--- src/design/cpra_pkg.sv ---
`timescale 1ns / 1ps

package cpra_pkg;

  localparam int PAGE_W     = 52;
  localparam int LEN_W      = 32;
  localparam int CFG_DATA_W = 52;

  localparam logic [PAGE_W-1:0] RESET_POOL_START = 52'd256;
  localparam logic [LEN_W-1:0]  RESET_POOL_COUNT = 32'd262144;

  typedef enum logic {
    OP_ALLOC = 1'b0,
    OP_FREE  = 1'b1
  } op_e;

  typedef enum logic {
    CFG_POOL_START = 1'b0,
    CFG_POOL_COUNT = 1'b1
  } cfg_idx_e;

  typedef enum logic [1:0] {
    ST_OK      = 2'd0,
    ST_EXCEEDS = 2'd1,
    ST_FULL    = 2'd2
  } status_e;

  // found flags of one table scan
  typedef struct packed {
    logic best;
    logic merge;
    logic same;
    logic slot;
  } scan_flags_t;

endpackage

--- src/design/cpra_scan.sv ---
`timescale 1ns / 1ps

module cpra_scan
  import cpra_pkg::*;
#(
  parameter int IW  = 6,
  parameter int PNB = 52
) (
  input  logic             clk_i,
  input  logic             rst_ni,
  input  logic             clear_i,
  input  logic             vld_i,
  input  logic [IW-1:0]    idx_i,
  input  logic             free_i,
  input  logic             ent_valid_i,
  input  logic [PNB-1:0]   ent_begin_i,
  input  logic [LEN_W-1:0] ent_len_i,
  input  logic [LEN_W-1:0] count_i,
  input  logic [PNB-1:0]   start_i,
  input  logic [PNB-1:0]   end_i,
  output scan_flags_t      flags_o,
  output logic [IW-1:0]    best_idx_o,
  output logic [PNB-1:0]   best_begin_o,
  output logic [LEN_W-1:0] best_len_o,
  output logic [IW-1:0]    merge_idx_o,
  output logic [LEN_W-1:0] merge_len_o,
  output logic [IW-1:0]    same_idx_o,
  output logic [IW-1:0]    slot_idx_o
);

  scan_flags_t      flags_q;
  logic [IW-1:0]    best_idx_q;
  logic [PNB-1:0]   best_begin_q;
  logic [LEN_W-1:0] best_len_q;
  logic [IW-1:0]    merge_idx_q;
  logic [LEN_W-1:0] merge_len_q;
  logic [IW-1:0]    same_idx_q;
  logic [IW-1:0]    slot_idx_q;

  logic is_merge;
  logic live;
  logic qual;
  logic take_best;
  logic take_merge;
  logic take_same;
  logic take_slot;

  // the run that starts at the end of a freed range is folded in, so it
  // counts as gone for the predecessor, same-begin and slot searches
  always_comb begin
    is_merge   = free_i && ent_valid_i && (ent_begin_i == end_i);
    live       = ent_valid_i && !is_merge;
    qual       = free_i ? (live && (ent_begin_i < start_i))
                        : (ent_valid_i && (ent_len_i >= count_i));
    take_best  = qual && (!flags_q.best || (ent_begin_i > best_begin_q));
    take_merge = is_merge && !flags_q.merge;
    take_same  = live && (ent_begin_i == start_i);
    take_slot  = !live && !flags_q.slot;
  end

  always_ff @(posedge clk_i or negedge rst_ni) begin
    if (!rst_ni) begin
      flags_q <= '0;
    end else if (clear_i) begin
      flags_q <= '0;
    end else if (vld_i) begin
      if (take_best)  flags_q.best  <= 1'b1;
      if (take_merge) flags_q.merge <= 1'b1;
      if (take_same)  flags_q.same  <= 1'b1;
      if (take_slot)  flags_q.slot  <= 1'b1;
    end
  end

  always_ff @(posedge clk_i) begin
    if (vld_i) begin
      if (take_best) begin
        best_idx_q   <= idx_i;
        best_begin_q <= ent_begin_i;
        best_len_q   <= ent_len_i;
      end
      if (take_merge) begin
        merge_idx_q <= idx_i;
        merge_len_q <= ent_len_i;
      end
      if (take_same) begin
        same_idx_q <= idx_i;
      end
      if (take_slot) begin
        slot_idx_q <= idx_i;
      end
    end
  end

  assign flags_o      = flags_q;
  assign best_idx_o   = best_idx_q;
  assign best_begin_o = best_begin_q;
  assign best_len_o   = best_len_q;
  assign merge_idx_o  = merge_idx_q;
  assign merge_len_o  = merge_len_q;
  assign same_idx_o   = same_idx_q;
  assign slot_idx_o   = slot_idx_q;

endmodule

--- config.mk ---
export PLATFORM = sky130hd
export DESIGN_NAME = cpra_scan
export DESIGN_NICKNAME = d
export VERILOG_FILES = /design/src/design/cpra_pkg.sv /design/src/design/cpra_scan.sv
export SDC_FILE = /design/constraint.sdc
export NUM_CORES = 1
export LEC_CHECK = 0
export BUFFER_PORTS_ARGS = -buffer_cell sky130_fd_sc_hd__buf_2
export CAP_MARGIN = 20
export CORE_MARGIN = 8
export CORE_UTILIZATION = 48
export DETAILED_ROUTE_END_ITERATION = 16
export PLACE_DENSITY = 0.83
export SYNTH_ARGS = -nofsm -noshare
export SYNTH_HDL_FRONTEND = slang
export SYNTH_SLANG_ARGS = --single-unit
--- constraint.sdc ---
create_clock -name clk_i -period 4.3 [get_ports clk_i]
set_input_delay 0.645 -clock clk_i [delete_from_list [all_inputs] [get_ports clk_i]]
set_output_delay 0.645 -clock clk_i [all_outputs]
set_load 0.1 [all_outputs]
==> results.toml <==
[timing]
finalMaxSlewViolations = 0
worst_pin_slew_ns = 0.693
fin_ws_ns = 0.732
finalCriticalPeriod_ns = 3.57
rsz0062_at_grt = "false"
setup_tns_ns = 0
slew_headroom_pct = 53.4
finalClockSkew_ns = 0.00956
fmax_mhz = 280
hold_viol = 0
finalCritPeriodShare_pct = 83.0
fin_hold_ws_ns = 0.0432
setup_viol = 0

[clocking]
cts_resized = 0
cts_max_level = 4
clkLatencyLatePin_ns = 0.41
cts_hold_buf = 0
post_cts_buffers = 0
cts_tree = "done"
path_clk_slew_ns = 0.06
root_buffer = "clkbuf_16"
cts-buffers-inserted = 17
cts.path.max_buffers = 2
cts.sinks = 144

[placement]
dp_slack_ns = 0.339
portBuffers = 375
post_dp_cell_area_um2 = 10600
post-place-cells = 1320
place.gp.congestion = 0.929
dpl.hpwl_um = 23500

[synth]
ys_ff_latch = 144
synth_warnings = 0
ys.flop_type = "edfxtp_1"
synthXorXnorAreaFrac_pct = 5.43
synth_top_family_by_area = "adder cells"
synth_adder_area_share_pct = 20.3
yosysSeqAreaShare_pct = 51.3
syn_nets = 1084
synth_cell_type_count = 37
postSynthCellCount = 716
synth_simple_gate_area_share_pct = 7.97
synth_edf_count = 140
synth_compound_area_share_pct = 8.70
syn_area_um2 = 8390
avgSynthCellArea_um2 = 11.7
synthMuxAreaShare_pct = 0
async_flop_share_pct = 2.78

[detailed_routing]
vias = 7158
ant_nets = 0
drc = 0
firstDrtPassIters = 5
drtIter0Drc = 473
routedWlPerCell_um = 20.5
wirelength_um = 27800
vias_per_cell = 5.28

[critical_path]
crit_path_top_delay_cell = "nor4_1"
setup.worst_path.class = "in2reg"
critPathMaxFanout = 44
cp-end-kind = "flop"
critPathMaxStageDelay_ns = 0.67
critPathRequiredTime_ns = 4.39
crit_chain = "buf_2, ha_1, nand4_1, nor4_1, a22oi_1, a31oi_1, nor3_1, a21oi_1, o22a_4, buf_12"
arrival_ns = 3.66
worst_setup_path_start_kind = "input port"

[die]
core.rowCount = 48
io_pins = 376
die_x_um = 148
core_area_um2 = 17200
die_h_um = 148
initial_utilization_pct = 48.9
dieArea_um2 = 22000

[finish]
fillers = 1373
nets = 1482
design_area_um2 = 11200
regArea_um2 = 4300
multi_input_area_um2 = 3570
drive_gt1_share_pct = 37.3
layout.cells.non_filler = 1356
synthToLayoutAreaGrowth_pct = 33.7

[grt]
grt_usage_pct = 24.8
grt_max_degree = 45
grt_pass1_vias = 7301
antenna_found_initial = 4
grt_pass1_wl_um = 41400
grt_overflow = 0

[status]
outcome = "complete, no violations"

[flow_run]
max_cap_violations = 0

[worst_hold_path]
hp-class = "in2async"

[pwr]
p_leak_nw = 5.65
ir_worst_vdd_mv = 0.286
powerDensity_nw_per_um2 = 351
[through the flow]
step / utilization, % / total power (W)
2_1_floorplan: - / 0.00218
3_3_place_gp: 61.8 / 0.00246
3_5_place_dp: 61.8 / 0.00248
4_1_cts: 65.3 / 0.00397
5_1_grt: 65.3 / 0.00409
6_report: 65.4 / 0.00394
[routing by layer]
layer | vias up | wire (um) | GRT usage [%]
li1 | 3399 | - | -
met1 | 3383 | 10900 | 30.0
met2 | 332 | 14000 | 42.5
met3 | 42 | 2300 | 6.05
met4 | 2 | 589 | 8.52
met5 | - | 13 | 0
[cell usage in the layout (no fill, tap or decap), drive strengths merged, types with 2 or more instances in the layout]
cell / n
buf: 379
inv: 152
edfxtp: 140
ha: 136
xor2: 52
a21oi: 52
nand2: 32
nand4: 30
a21o: 24
o21ai: 19
nor4: 18
clkbuf: 17
nand3: 11
nor2: 10
nor3: 7
a211oi: 5
diode: 4
nand2b: 4
a221oi: 4
dfrtp: 4
o31a: 3
and4: 3
clkinv: 3
o21a: 2
or4: 2
o211ai: 2
nor2b: 2
a221o: 2
and3: 2
[cell usage after synthesis, types with 2 or more instances]
cell / number / area [um2]
inv_1: 142 / 533
edfxtp_1: 140 / 4200
ha_1: 136 / 1700
xor2_1: 52 / 455
a21oi_1: 51 / 255
nand2_1: 32 / 120
nand4_1: 30 / 188
a21o_1: 24 / 180
o21ai_0: 19 / 95.1
nor4_1: 18 / 113
nand3_1: 11 / 55.1
nor2_1: 10 / 37.5
nor3_1: 6 / 30.0
a211oi_1: 5 / 37.5
a221oi_1: 4 / 35.0
dfrtp_1: 4 / 100
nand2b_1: 4 / 25.0
o31a_1: 3 / 26.3
a221o_1: 2 / 20.0
and4_1: 2 / 17.5
nor2b_1: 2 / 12.5
o211ai_1: 2 / 15.0
o21a_1: 2 / 15.0
or4_1: 2 / 15.0
[worst max-delay path, delay by kind of cell]
kind	cells	cell delay, ns
simple gates	3	0.92
compound gates	4	1.28
buf+inv	2	0.44
fa+ha+maj	1	0.33
[flip-flops by register name, indices dropped and copies added (netlist names)]
register and cells:
best_begin_o 52, best_len_o 32, merge_len_o 32, best_idx_o 6, merge_idx_o 6, same_idx_o 6
slot_idx_o 6, flags_o 4
[area by class of cell]
class                   count  area share, %
inverters                 142           4.75
well taps                 225           2.51
multi-input cells         430           31.8
diodes                      4         0.0892
flip-flops and latches    144           38.3
clock inverters            15           1.49
clock buffers              17           3.79
repair buffers            379           17.2
[path summary, 6_finish.rpt]
| path | end | startpoint | cells after the start | slack, ns |
|---|---|---|---|---|
| worst max-delay path | best_begin_o[15]$_DFFE_PP_ | ent_begin_i[42] | 10 | 0.73 |
| max in group asynchronous | flags_o[2]$_DFFE_PN0P_ | rst_ni | 1 | 4.12 |
| worst max register to register | best_begin_o[15]$_DFFE_PP_ | best_begin_o[42]$_DFFE_PP_ | 10 | 0.73 |
| min in group clk_i | flags_o[0]$_DFFE_PN0P_ | clear_i | 2 | 0.41 |
| worst min-delay path | flags_o[1]$_DFFE_PN0P_ | rst_ni | 1 | 0.04 |
| worst min register to register | flags_o[1]$_DFFE_PN0P_ | flags_o[1]$_DFFE_PN0P_ | 1 | 0.50 |
[cells by family after synthesis]
kind of cell    count (synthesis)
flops                         144
buf+inv                       142
fa+ha+maj                     136
simple gates                  124
compound gates                118
xor+xnor                       52
[report_power, final]
group          total (W)  switching (W)  internal [W]
Sequential       0.00161      0.0000171       0.00159
Clock            0.00149       0.000658      0.000831
Combinational   0.000847       0.000593      0.000253
Total            0.00394        0.00127       0.00267
Note: power is estimated with default switching activity, not from simulation.
