## src/design/cpra_pkg.sv

```systemverilog
`timescale 1ns / 1ps

package cpra_pkg;

  localparam int PAGE_W     = 52;
  localparam int LEN_W      = 32;
  localparam int CFG_DATA_W = 52;

  localparam logic [PAGE_W-1:0] RESET_POOL_START = 52'd256;
  localparam logic [LEN_W-1:0]  RESET_POOL_COUNT = 32'd262144;

  typedef enum logic {
    OP_ALLOC = 1'b0,
    OP_FREE  = 1'b1
  } op_e;

  typedef enum logic {
    CFG_POOL_START = 1'b0,
    CFG_POOL_COUNT = 1'b1
  } cfg_idx_e;

  typedef enum logic [1:0] {
    ST_OK      = 2'd0,
    ST_EXCEEDS = 2'd1,
    ST_FULL    = 2'd2
  } status_e;

  // found flags of one table scan
  typedef struct packed {
    logic best;
    logic merge;
    logic same;
    logic slot;
  } scan_flags_t;

endpackage

```

## src/design/cpra_alu.sv

```systemverilog
`timescale 1ns / 1ps

module cpra_alu
  import cpra_pkg::*;
#(
  parameter int W = 52
) (
  input  logic [W-1:0]     a_i,
  input  logic [W-1:0]     b_i,
  input  logic             sub_i,
  output logic [W:0]       res_o,
  output logic [LEN_W-1:0] sat_o
);

  // top bit is the carry on add and the borrow on subtract
  assign res_o = sub_i ? ({1'b0, a_i} - {1'b0, b_i}) : ({1'b0, a_i} + {1'b0, b_i});

  // saturated sum of two run lengths
  assign sat_o = res_o[LEN_W] ? {LEN_W{1'b1}} : res_o[LEN_W-1:0];

endmodule

```

## config.mk

```make
export PLATFORM = sky130hd
export DESIGN_NAME = cpra_alu
export DESIGN_NICKNAME = d
export VERILOG_FILES = /design/src/design/cpra_pkg.sv /design/src/design/cpra_alu.sv
export SDC_FILE = /design/constraint.sdc
export NUM_CORES = 1
export LEC_CHECK = 0
export CORE_MARGIN = 2
export CORE_UTILIZATION = 55
export DETAILED_ROUTE_END_ITERATION = 7
export DONT_BUFFER_PORTS = 1
export PLACE_DENSITY = 0.68
export REMOVE_ABC_BUFFERS = 1
export SYNTH_ARGS = -nofsm -noshare
export SYNTH_HDL_FRONTEND = slang
export SYNTH_SLANG_ARGS = --single-unit
```

## constraint.sdc

```tcl
create_clock -name vclk -period 7.6
set_input_delay 1.52 -clock vclk [all_inputs]
set_output_delay 1.52 -clock vclk [all_outputs]
set_load 0.05 [all_outputs]
```

==> results of run 1 <==
area by class of cell:
| cell class | instances | area (um2) |
|---|---|---|
| fill | 800 | 3120 |
| timing repair buffer | 58 | 448 |
| inverter | 60 | 225 |
| tap | 105 | 131 |
| multi-input combinational | 620 | 4330 |
final timing paths:
kind               endpoint  slack, ps
setup / recovery  res_o[45]        350
hold / removal     res_o[0]       3360
stage by stage:
stage                     total power, mW  area, um2  std cells   util  setup WS (ps)
after global routing                 1.37       5130        843  0.622           52.5
after detailed placement             1.28       5130        843  0.622            393
after CTS                            1.29       5130        843  0.622            370
final                                1.29       5130        843  0.622            345
after floorplan                      1.02       4540        680      -            164
after global placement               1.27       5130        843  0.622            484
synthesized netlist by cell type (all sizes together), types with 3 or more instances:
cell / number
buf: 10
o21ai: 32
o211ai: 4
o21a: 4
nor2: 67
nor3b: 4
a311oi: 4
o41ai: 3
a21o: 24
and3: 12
or4: 4
nor4: 6
xor2: 18
a21boi: 3
a21oi: 89
xnor2: 77
nand3: 17
a31oi: 10
a211oi: 5
a41oi: 3
nor3: 28
a2111oi: 4
inv: 60
o22ai: 3
nand2b: 13
nand2: 64
o221ai: 3
nand4: 15
or3: 4
mux2i: 3
o21bai: 10
clkbuf: 20
ha: 53
nor2b: 7
cell families (layout without fill, tap and decap cells):
group / Yosys count / count (layout) / synth area share
AOI/OAI and AO/OA: 220 / 220 / 0.312
xor gates and xnor gates: 95 / 95 / 0.181
adders and majority gates: 54 / 54 / 0.145
buffers and inverters: 90 / 118 / 0.0810
muxes: 3 / 3 / 0.00639
and+or+nand+nor: 248 / 248 / 0.274
layer usage:
metal / track usage / vias to the layer above / routed length, um
met5: 0 / - / 0
met4: 0.0798 / 0 / 495
met3: 0.0512 / 46 / 1410
met2: 0.505 / 294 / 6690
met1: 0.356 / 2345 / 5670
li1: - / 2618 / -
where the power goes:
group	leakage (nW)	total, mW	internal [mW]	switching (mW)
sequential	0	0	0	0
combinational	2.24	1.29	0.361	0.930
clock	0	0	0	0
==> summary.md, run 1 <==
| Metric | Value |
|---|---|
| Min Hold Slack | approximately 3400 ps |
| Most area-consuming cells after synthesis | xnor2_1 14%, ha_1 14%, a21oi_1 9.2% |
| Crit path launch | b_i[8] |
| Tot GR Track Use | 0.286 |
| Most frequent cells in the layout | 86 x a21oi_1, 76 x xnor2_1, 67 x nor2_1 |
| Placement Rows | 33 |
| Worst Tran Pin Value | 1090 ps |
| Final critical-path share of the clock period | 0.955 |
| Final sequential cell count | 0 |
| Pleak | 2.24 nW |
| Top delay family on crit path | simple AND/OR/NAND/NOR gates |
| Largest net degree at the start of global routing | 53 |
| Crit path cell chain | or4_1 -> nor4_4 -> and3_1 -> and3_1 -> a21oi_1 -> xnor2_1 -> ha_1 -> and2_1 -> and3_1 -> a221o_1 -> or3_1 -> o21ai_1 -> o31ai_2 -> a31oi_1 -> xnor2_1 -> buf_4 |
| Critical-path top delay cell | or4_1 |
| Initial core utilization | 0.569 |
| Die footprint | 9300 um2 |
| Syn Inst Count | ~700 |
| Iter 0 DRT Violations | roughly 270 |
| Final GP Congestion | ~1.1 |
| Area Overhead vs Synth | 9.27% |
| Chip Height | 96.4 um |
| Final #Nets | between 800 and 900 |
| Wirelength per Cell | 16.9 um |
| Unrepaired setup endpoints after global routing | no |
| Max-cap viol count | 0 |
| Mapped Area | approximately 4700 um2 |
| Power Dens Cells | between 200 and 300 nW/um2 |
| Synth top area share | 0.142 |
| Slew Limit Fails | 0 |
| Critical Path RT | a little over 6000 ps |
| WP data arrival | ~5700 ps |
| Setup_tns | 0 ps |
| Final HPWL DP | between 10000 and 15000 um |
| Worst Min Path Start | b_i[0] |
| DR vias | approximately 5.3k |
| Synth warn | 0 |
| Number of diodes | 0 |
| Vias per inst | 6.29 |
| Top cell type by total area after synthesis | xnor2_1 |
| Buffers on Ports | 0 |
| CP peak stage delay | about 630 ps |
| Final Hold Fails | 0 |
| Resize count post-CTS | 0 |
| Die width | just under 100 um |
| CTS Hold Bufs | 0 |
| Antenna-violating nets left | 0 |
| Most common cell on crit path | and3_1 |
| Worst Setup End Kind | primary output |
| Slew headroom | 0.270 |
| FF+latch area | 0 um2 |
| Max frequency | around 0.14 GHz |
| Outcome | finished clean |
| Setup bufs post-CTS | 0 |
| Grt ovf | 0 |
| Most common cell after layout, fill and taps aside | a21oi_1 |
| DRC Markers | 0 |
| Total wire length | 14300 um |
| Synth cell types | between 70 and 80 |
| Crit Path Max Fanout | 7 |
| First-pass GRT wire length | ~22000 um |
| Initial antenna violation count | 0 |
| Sequential fraction of the synthesis area | 0 |
| Vias in the first global route | between 4k and 5k |
| # clk buffers | 0 |
| Final Critical Period | between 7000 and 8000 ps |
| Share of layout cells above drive strength 1 | 0.134 |
| Critical path class | input port to primary output |
| CP Buf/Inv Count | 1 |
| Setup Viol. Count Final | 0 |
| # IOs | 190 |
| Hold path depth | 2 |
| Hold WC Path Type | input port to primary output |
| Type of origin of the critical path | input port |
| Core ar. | ~8300 um2 |
| Max rail drop VDD | around 0.27 mV |
| CP Depth | 16 |
| Mean post-synth cell area | 6.62 um2 |
| DR pass1 iterations | 5 |
Note: power is estimated with default switching activity, not from simulation.
==> run 2, diff against run 1 <==
ABC_AREA = 1   (was default)
==> run 2 against run 1 <==
Against the previous run:
- via count rose by 59%
- clock-buffer cell count did not move
- wire length rose by 68%
- cell count rose by 92%
- power fell by 15%
- critical endpoint is now res_o[35]
- combinational power fell by 16%
- first-iteration DRC count rose by 130%
==> summary.md, run 2 <==
| Metric | Value |
|---|---|
| Outcome | finished clean |
| Total wire length | roughly 24000 um |
| Type of origin of the critical path | input port |
| Core ar. | between 10000 and 15000 um2 |
| Fillers | approximately 1.4k |
| Final WS setup | around 1000 ps |
| Vias in the first global route | ~7.4k |
| Slew headroom | 0.293 |
| Top cell type by total area after synthesis | nand2_1 |
| Iter 0 DRT Violations | slightly above 600 |
| Most common cell after layout, fill and taps aside | nand2_1 |
| Number of diodes | 0 |
| Max-cap viol count | 0 |
| Die width | about 110 um |
| Mapped Area | about 6700 um2 |
| Slew Limit Fails | 0 |
| Synth top area share | 0.337 |
| DRC Markers | 0 |
| Multi-input logic area | between 5000 and 6000 um2 |
| Crit path cell chain | inv_1 -> ha_1 -> nand3_1 -> nor2_1 -> nand2_1 -> nor2_1 -> nand2_1 -> nand2_1 -> o21ai_0 -> xnor2_1 -> ha_1 -> nand2_1 -> inv_1 -> nand2_1 -> nor2_1 -> nand4_1 -> nand3_1 -> nand3_1 -> nand2_1 -> nand2_1 -> nand2_1 |
| Synth cell types | 29 |
| Critical Path RT | 6080 ps |
| Placement Rows | 40 |
| # IOs | 190 |
| Post-synth top cells | 604 x nand2_1, 334 x inv_1, 194 x nor2_1, 88 x nand3_1, 53 x ha_1 |
| Share of layout cells above drive strength 1 | 0.00886 |
| Worst Setup End Kind | primary output |
| Final Hold Fails | 0 |
| CP peak stage delay | ~400 ps |
| Crit Path Max Fanout | 5 |
| Initial core utilization | 0.562 |
| Antenna-violating nets left | 0 |
| Setup bufs post-CTS | 0 |
| # clk buffers | 0 |
| Largest net degree at the start of global routing | 34 |
| Pleak | between 4 and 5 nW |
| Setup Viol. Count Final | 0 |
| WP data arrival | around 5100 ps |
| Synth warn | 0 |
| Final sequential cell count | 0 |
| Unrepaired setup endpoints after global routing | no |
| Most frequent cells in the layout | 604 x nand2_1, 334 x inv_1, 194 x nor2_1 |
| CTS Hold Bufs | 0 |
| Hold path depth | 2 |
| Max rail drop VDD | approximately 0.16 mV |
| Final HPWL DP | ~21000 um |
| Critical path class | input port to primary output |
| Buffers on Ports | 0 |
| Final #Nets | around 1.6k |
| First-pass GRT wire length | 36400 um |
| Resize count post-CTS | 0 |
| Vias per inst | around 5.2 |
| FF+latch area | 0 um2 |
| Max frequency | roughly 0.15 GHz |
| Setup_tns | 0 ps |
| Wirelength per Cell | 14.8 um |
| Mean post-synth cell area | roughly 4.6 um2 |
| DR pass1 iterations | 5 |
| Tot GR Track Use | 0.352 |
| DR vias | between 8k and 9k |
| Initial antenna violation count | 0 |
| Cell with the most instances after synthesis | nand2_1 |
| Syn Inst Count | 1475 |
| Final critical-path share of the clock period | 0.868 |
| Sequential fraction of the synthesis area | 0 |
| Final GP Congestion | between 1 and 1.5 |
| Die footprint | about 13000 um2 |
| Area Overhead vs Synth | 2.14% |
| Worst Tran Pin Value | 1060 ps |
| Post-Place Setup Slack | between 1000 and 1500 ps |
| Most area-consuming cells after synthesis | nand2_1 34%, inv_1 19%, nor2_1 11% |
| Hold WC Path Type | input port to primary output |
| Most common cell on crit path | nand2_1 |
| Critical-path top delay cell | ha_1 |
| Power Dens Cells | between 150 and 200 nW/um2 |
| Final Critical Period | 6600 ps |
| Total power | 1.09 mW |
| Chip Height | 115 um |
| Grt ovf | 0 |
run 2: worst paths after layout:
check / start / end
hold / removal: b_i[0] / res_o[0]
setup / recovery: b_i[1] / res_o[35]
run 2: metrics by stage:
step / area [um2] / cells / hold WS, ps / utilization
2_1_floorplan: 6660 / 1465 / 3350 / -
3_3_place_gp: 6860 / 1615 / 3350 / 0.574
3_5_place_dp: 6860 / 1615 / 3360 / 0.574
4_1_cts: 6860 / 1615 / 3360 / 0.574
5_1_grt: 6860 / 1615 / 3360 / 0.574
6_report: 6860 / 1615 / 3350 / 0.574
run 2: logic make-up after synthesis:
kind of cell,after synthesis,synth area share
fa+ha+maj,54,0.102
compound gates,73,0.0596
xor+xnor,54,0.0704
buf+inv,344,0.196
simple gates,950,0.572
run 2: power by group:
part	switching (mW)	leakage [nW]	internal, mW	total, mW
Clock	0	0	0	0
Combinational	0.879	4.35	0.212	1.09
Sequential	0	0	0	0
Total	0.879	4.35	0.212	1.09
run 2: layout make-up:
type	instances	area share
multi-input cells	1131	0.787
inverters	334	0.183
well taps	147	0.0268
repair buffers	3	0.00328
run 2: critical path: cells and delay by family:
kind / cells / cell delay, ps
and+or+nand+nor: 15 / 2450
adders and majority gates: 2 / 690
buffers and inverters: 2 / 160
xor gates and xnor gates: 1 / 150
AOI/OAI and AO/OA: 1 / 110
run 2: metal layers:
layer	global-route usage	share of wire	vias up
met5	0	0	-
li1	-	-	4396
met1	0.481	0.45	3660
met3	0.0408	0.083	37
met2	0.597	0.44	347
met4	0.0707	0.025	0
==> run 3, diff against run 2 <==
ABC_AREA = 0   (was 1)
CELL_PAD_IN_SITES_DETAIL_PLACEMENT = 1   (was default)
CELL_PAD_IN_SITES_GLOBAL_PLACEMENT = 1   (was default)
CORE_UTILIZATION = 46   (was 55)
PLACE_DENSITY = 0.82   (was 0.68)
==> run 3 against run 2 <==
Against the previous run:
- fmax decreased by 9.4%
- first-iteration DRC count decreased by 61%
- clock-buffer cell count did not move
- cell count shrank 46%
- final area decreased by 25%
- die area decreased by 16%
- largest cell class unchanged
- highest routed layer unchanged
==> summary.md, run 3 (synthesis results as in run 1) <==
| Metric | Value |
|---|---|
| Wirelength per Cell | roughly 19 um |
| Worst Setup End Kind | primary output |
| CTS Hold Bufs | 0 |
| Slew Limit Fails | 0 |
| Initial antenna violation count | 0 |
| Final Critical Period | about 7300 ps |
| Final WS setup | about 310 ps |
| Setup bufs post-CTS | 0 |
| Final Non-Filler Cells | 873 |
| Fillers | 1336 |
| Most common cell after layout, fill and taps aside | a21oi_1 |
| Dpl cell area | roughly 5200 um2 |
| Setup Viol. Count Final | 0 |
| Core ar. | 9860 um2 |
| Outcome | finished clean |
| FF+latch area | 0 um2 |
| Setup_tns | 0 ps |
| Largest net degree at the start of global routing | 53 |
| Pleak | 2.25 nW |
| Grt ovf | 0 |
| Placement Rows | 36 |
| Total power | between 1 and 1.5 mW |
| Final critical-path share of the clock period | 0.959 |
| Unrepaired setup endpoints after global routing | no |
| Area Overhead vs Synth | 10.1% |
| Antenna-violating nets left | 0 |
| Final #Nets | about 900 |
| # IOs | 190 |
| Chip Height | between 100 and 150 um |
| Buffers on Ports | 0 |
| DR pass1 iterations | 4 |
| Total wire length | approximately 17000 um |
| # clk buffers | 0 |
| Tot GR Track Use | 0.288 |
| Die width | 105 um |
| Crit Path Max Fanout | 9 |
| WP data arrival | 5770 ps |
| Dpl cells | about 870 |
| Vias per inst | approximately 6.2 |
| Final Hold Fails | 0 |
| DR vias | 5456 |
| Final Instance Area | 5170 um2 |
| DRC Markers | 0 |
| Iter 0 DRT Violations | 238 |
| Number of diodes | 0 |
| Vias in the first global route | 5571 |
| Min Hold Slack | 3360 ps |
| Share of layout cells above drive strength 1 | 0.136 |
| First-pass GRT wire length | around 27000 um |
| Most frequent cells in the layout | 86 x a21oi_1, 76 x xnor2_1, 67 x nor2_1 |
| Util after Layout | 0.524 |
| Post-Place Setup Slack | roughly 340 ps |
| Max-cap viol count | 0 |
| Initial core utilization | 0.476 |
| Slew headroom | 0.271 |
| Type of origin of the critical path | input port |
| Die footprint | 11000 um2 |
| Final GP Congestion | between 0.9 and 1 |
| Max rail drop VDD | ~0.15 mV |
| Max frequency | between 0.1 and 0.15 GHz |
| Critical Path RT | 6080 ps |
| Critical path class | input port to primary output |
| Final HPWL DP | between 10000 and 15000 um |
| Final sequential cell count | 0 |
| Resize count post-CTS | 0 |
| Power Dens Cells | 255 nW/um2 |
| Hold WC Path Type | input port to primary output |
| Worst Tran Pin Value | between 1000 and 1500 ps |
-- run 3: cell count changes in the layout (fill, tap and decap cells not counted), sizes merged, moves of 58 or more --
cell,change
inv,-274
nor2,-129
a21oi,+58
nand3,-71
nand2,-545
-- run 3: report_power, final --
part	internal, mW	switching (mW)	total (mW)
sequential	0	0	0
combinational	0.361	0.957	1.32
clock	0	0	0
-- run 3: final timing paths --
| path | start | end | slack, ps | cells after the start |
|---|---|---|---|---|
| hold / removal | b_i[0] | res_o[0] | 3360 | 2 |
| setup / recovery | b_i[8] | res_o[45] | 310 | 16 |
-- run 3: worst max-delay path, stage by stage --
cell	delay, ps
or4_1	610
nor3_2	320
and3_4	290
and3_1	220
a21oi_1	100
xnor2_1	140
ha_1	460
nand4_1	130
nor2_1	220
inv_1	80
a311oi_2	340
o21ai_1	220
o31ai_2	460
a31oi_1	180
xnor2_1	220
buf_4	250
-- run 3: area by class of cell --
type               instances  area (um2)  area share
repair buffers            60         450      0.0871
inverters                 60         225      0.0436
well taps                133         166      0.0322
multi-input cells        620        4330       0.837
-- run 3: layer usage --
layer / wire length [um] / up-vias / track usage / share of wire
met2: 8040 / 218 / 0.513 / 0.48
met4: 401 / 0 / 0.0667 / 0.024
met5: 0 / - / 0 / 0
met3: 1300 / 34 / 0.0505 / 0.078
met1: 6910 / 2599 / 0.360 / 0.42
li1: - / 2605 / - / -
